==> config.mk <==
export PLATFORM = sky130hd
export DESIGN_NAME = bfa_cell
export DESIGN_NICKNAME = d
export VERILOG_FILES = /design/src/sv/bfa_cell.sv
export SDC_FILE = /design/constraint.sdc
export NUM_CORES = 1
export LEC_CHECK = 0
export BUFFER_PORTS_ARGS = -buffer_cell sky130_fd_sc_hd__clkbuf_2
export CORE_MARGIN = 4
export CORE_UTILIZATION = 44
export DETAILED_ROUTE_END_ITERATION = 12
export GPL_TIMING_DRIVEN = 0
export HOLD_SLACK_MARGIN = 0.02
export PLACE_DENSITY = 0.95
export SETUP_SLACK_MARGIN = 0.3
export SLEW_MARGIN = 15
export SYNTH_ARGS = -nofsm -noshare
export SYNTH_HDL_FRONTEND = slang
export SYNTH_SLANG_ARGS = --single-unit
export TNS_END_PERCENT = 10
==> constraint.sdc <==
create_clock -name clk -period 5.6 [get_ports clk]
set_clock_uncertainty 0.2 [all_clocks]
set_input_delay 0.84 -clock clk [delete_from_list [all_inputs] [get_ports clk]]
set_output_delay 0.84 -clock clk [all_outputs]
set_load 0.02 [all_outputs]
==> src/sv/bfa_cell.sv <==
// one segment cell: holds a free segment and hands it to its neighbor while the row rotates
module bfa_cell #(
  parameter int ADDR_BITS = 21,
  parameter int IDX_BITS = 8
) (
  input  logic                 clk,
  input  logic                 rst,
  input  logic [IDX_BITS-1:0]  my_idx,
  input  logic                 shift,
  input  logic                 nb_valid,
  input  logic [ADDR_BITS-1:0] nb_start,
  input  logic [ADDR_BITS-1:0] nb_len,
  input  logic                 scan_start,
  input  logic                 init_valid,
  input  logic [ADDR_BITS-1:0] init_len,
  input  logic                 apply,
  input  logic [IDX_BITS-1:0]  t_idx,
  input  logic                 t_set_valid,
  input  logic                 t_clr_valid,
  input  logic                 t_wr_start,
  input  logic                 t_wr_len,
  input  logic [ADDR_BITS-1:0] t_start,
  input  logic [ADDR_BITS-1:0] t_len,
  output logic                 valid,
  output logic [ADDR_BITS-1:0] seg_start,
  output logic [ADDR_BITS-1:0] seg_len
);
  logic hit;
  assign hit = (t_idx == my_idx);

  always_ff @(posedge clk) begin
    if (rst) begin
      valid <= 1'b0;
    end else if (scan_start) begin
      if (my_idx == '0) valid <= init_valid;
      else valid <= 1'b0;
    end else if (shift) begin
      valid <= nb_valid;
    end else if (apply && hit) begin
      if (t_set_valid) valid <= 1'b1;
      else if (t_clr_valid) valid <= 1'b0;
    end
  end

  always_ff @(posedge clk) begin
    if (scan_start && my_idx == '0) begin
      seg_start <= ADDR_BITS'(1);
      seg_len <= init_len;
    end else if (shift) begin
      seg_start <= nb_start;
      seg_len <= nb_len;
    end else begin
      if (apply && hit && t_wr_start) seg_start <= t_start;
      if (apply && hit && t_wr_len) seg_len <= t_len;
    end
  end
endmodule

# After elaboration in Yosys (flattened, before gate mapping)
# Cells that the tools add are included.
# op_classes
eq_ne	1
n_mux	11
reduce_logical	10
magnitude_cmp	0
bitwise	0
multipliers	0
shifts	0
div	0
add_sub_neg	0
# op_table
op	n
21-bit 2-to-1 mux	5
8-bit equality test	1
8-bit zero test	1
1-bit 2-to-1 mux	6
3-bit nonzero test	2
1-bit logical AND	4
4-bit nonzero test	1
2-bit AND reduction	1
2-bit nonzero test	1
# word_totals
n_memories	0
inputBits	132
rom_bits	0
word_cells	25
out_inout_bits	43
latch_bits	0
ff_bits	43
mem_bits_rw	0

# Logic depth before layout (Yosys ltp)
# depth
depth_word	6
ltp_mapped	6
mapped_depth_nobuf	5

# Worst setup path before layout
# OpenSTA, ideal clock, no wires.
# synth_path
kind	in2reg
from	in t_idx[3]
to	reg seg_len[0] (enable)
setup_slack_ps	2710
path_stages	4
n_path_buf	0
arrival_ps	2309
path_cell_list	xnor2_1 o2111ai_2 or4_2 nand3_1
# synth_via
elab_chain_cells	4
# synth_lines
item	line	source
start, declared	17	input logic [IDX_BITS-1:0] t_idx,
8-bit equality test	29	assign hit = (t_idx == my_idx);
1-bit logical AND (2 in a row)	54	if (apply && hit && t_wr_len) seg_len <= t_len;
3-bit nonzero test (no source line)	-	
end signal, assigned	48	seg_len <= init_len;
end signal, assigned	51	seg_len <= nb_len;
end signal, assigned	54	
end, declared	26	output logic [ADDR_BITS-1:0] seg_len
# No other way between the ends.
# A chain may end at the register's enable or synchronous reset.

# Worst setup path in the final report
# layout_path
from	in my_idx[6]
to	reg seg_len[0] (enable)
# layout_via
elab_chain_cells	4
word_cells_on_any_way	6
# layout_lines
item	line	source
start, declared	8	input logic [IDX_BITS-1:0] my_idx,
8-bit equality test	29	
1-bit logical AND (2 in a row)	54	
3-bit nonzero test (no source line) *	-	
# Mark *: on every way between the ends. The rest lies on a longest branch, timed or not.

==> results_dict.tcl <==
set metrics [dict create \
    outcome "completed" \
    hold_class "register to register" \
    grt_start_max_net_pins 22 \
    min_from "seg_start[2]" \
    layout_setup_ws_ps 2640 \
    final_antenna_net_count 0 \
    drc 0 \
    synthSimpleGateAreaFrac_pct 11.2 \
    min_to "seg_start[2]" \
    grt_pass1_wl_um 10100 \
    fmax_mhz 338 \
    grt_pass1_vias 2281 \
    yosysTopAreaCellShare_pct 26.9 \
    r2r_start "seg_start[3]" \
    synth_top_area_cell "edfxtp_1" \
    slew_violations 0 \
    diodes 0 \
    area_growth_pct 46.4 \
    cts_setup_buffers 0 \
    stdcell_area_um2 3430 \
    setup-tns-final_ps 0 \
    dp_slack_ps 2330 \
    drive_gt1_share_pct 54.2 \
    insertion_delay_ps 280 \
    cp_cell_sequence "clkbuf_2, xnor2_2, o2111ai_2, or4_2, nand3_1" \
    die_y_um 81.0 \
    core_um2 5140 \
    portBuffers 173 \
    max_cap_violations 0 \
    yosys-top-cells-area "edfxtp_1 27%, dfxtp_1 19%, mux2i_1 18%, a211oi_2 9.6%, o21ai_0 4.5%" \
    r2r_end "seg_start[3]" \
    worstMarginPinSlew_ps 980 \
    io_pins 175 \
    r2r_slack_ps 4700 \
    synth_compound_area_share_pct 17.1 \
    clockRootBuffer "clkbuf_8" \
    setup_violations 0 \
    synth_cells 216 \
    layout_commonest_cell "clkbuf_2" \
    period_minus_slack_ps 2960 \
    peakVddDrop_mv 0.108 \
    yosys_register_bits 43 \
    cellLeakagePower_nw 1.69 \
    cts_sinks 43 \
    fp.dieW_um 81.0 \
    hpwl_um 5740 \
    muxShareOfSynthArea_pct 18.4 \
    hold_violations 0 \
    synth_seq_area_share_pct 45.7 \
    clkTransAtPathRegs_ps 80 \
    path_max_fanout 21 \
    grt.overflow.total 0 \
    cts_buffer_depth 2 \
    syn_avg_cell_area_um2 10.8 \
    vias 2280 \
    end_kind "register" \
    critPathRequiredTime_ps 5310 \
    startpoint_type "primary input" \
    fin_nets 528 \
    cts_tree "yes" \
    whs_ps 327 \
    cts_buffers 5 \
    hold_buffers 0 \
    worst_path_max_delay_cell "nand3_1" \
    globalplace.congestion 0.720 \
    syn_area_um2 2340 \
    synthAdderAreaFrac_pct 0 \
    synth-xor-area-share_pct 3.26 \
    drtIter0Drc 59 \
    wl_per_cell_um 14.5 \
    num_rows 26 \
    ys_types 31 \
    track_usage_pct 19.8 \
    post_dp_cell_area_um2 3300 \
    synth_top_family_by_area "multiplexers" \
    htree_levels 2 \
    avgViaCountPerCell 4.88 \
    powerDensity_nw_per_um2 252 \
    timing.setup.critical_path_class "primary input to register" \
    grt_setup_unrepaired "no" \
    drt-total-wl_um 6760 \
    dieArea_um2 6550 \
    slew_headroom_pct 34.5 \
    whs_path_depth 2 \
    drt-pass1-iter-count 4 \
    start_util_pct 45.6 \
    timing.final.crit_share_pct 52.8 \
    reg2regPathDepth 2 \
    syn_nets 348 \
    crit_arrival_ps 2670 \
    cts_resized 0 \
    critPathMaxStageDelay_ps 690 \
    yosys_warnings 0 \
    grt_antenna_before_repair 0 \
    layout_common_cells "173 x clkbuf_2, 43 x mux2i_1, 23 x nor2_1" \
]
-- cells by family (layout without fill, tap and decap cells) --
family	count (synthesis)	in the layout
mux	43	43
flops	43	43
compound gates	46	46
simple gates	58	58
xor+xnor	7	7
buf+inv	19	200
-- registers in the layout, summed over array words and instances, names as in the netlist --
name	cells
seg_len	21
seg_start	21
valid	1
-- cell usage after synthesis (all sizes together) --
cell / count
clkbuf: 4
and3: 1
buf: 12
dfxtp: 22
o31ai: 1
nor3: 3
nand2: 21
a21oi: 1
o21ai: 21
a211oi: 20
nand2b: 1
o2bb2ai: 1
nor2: 23
edfxtp: 21
nand3: 4
o2111ai: 1
nor4b: 1
or4: 2
xnor2: 7
a31oi: 1
nand4: 1
and3b: 1
mux2i: 43
inv: 3
-- metal layers --
layer  wire length [um]  vias up  share of wire (%)  track usage, %
met4                 85        0                1.3            5.57
met1               2380     1025                 35            20.3
met3                550        9                8.1            3.44
met2               3750       99                 55            40.3
li1                   -     1147                  -               -
met5                  0        -                  0               0
-- worst max-delay path by stage --
stage | from | cells after the start | slack, ps | end
after detailed placement | my_idx[6] | 5 | 2330 | seg_len[19]
final | my_idx[6] | 5 | 2640 | seg_len[0]
after floorplan | t_idx[3] | 4 | 2710 | seg_len[0]
after CTS | my_idx[6] | 5 | 2610 | seg_len[19]
after global routing | my_idx[6] | 5 | 2550 | seg_len[11]
after global placement | my_idx[6] | 5 | 2350 | seg_len[19]
-- per-stage QoR --
stage / cells / util, % / power, W
finish: 467 / 66.7 / 0.000863
global route: 467 / 66.7 / 0.000907
CTS: 467 / 66.7 / 0.000872
detailed placement: 459 / 64.1 / 0.000595
global placement: 459 / 64.1 / 0.000586
floorplan: 216 / - / 0.000500
-- critical path, delay by kind of cell --
kind | cells | cell delay (ps)
simple gates | 2 | 1320
xor+xnor | 1 | 200
compound gates | 1 | 200
buf+inv | 1 | 110
-- where the power goes --
part | leakage, nW | total [W] | switching [W] | internal [W]
logic | 1.23 | 0.000207 | 0.000113 | 0.0000946
registers | 0.391 | 0.000378 | 0.0000134 | 0.000365
clock network | 0.0654 | 0.000277 | 0.0000991 | 0.000178
total | 1.69 | 0.000863 | 0.000225 | 0.000638
-- layout make-up --
| type | instances | area [um2] |
|---|---|---|
| well taps | 70 | 87.6 |
| clock inverters | 2 | 60.1 |
| clock buffers | 6 | 72.6 |
| repair buffers | 173 | 866 |
| flip-flops and latches | 43 | 1070 |
| multi-input cells | 154 | 1170 |
| inverters | 3 | 11.3 |
| fillers | 436 | 1710 |
| plain buffers | 16 | 90.1 |
Note: power is estimated with default switching activity, not from simulation.
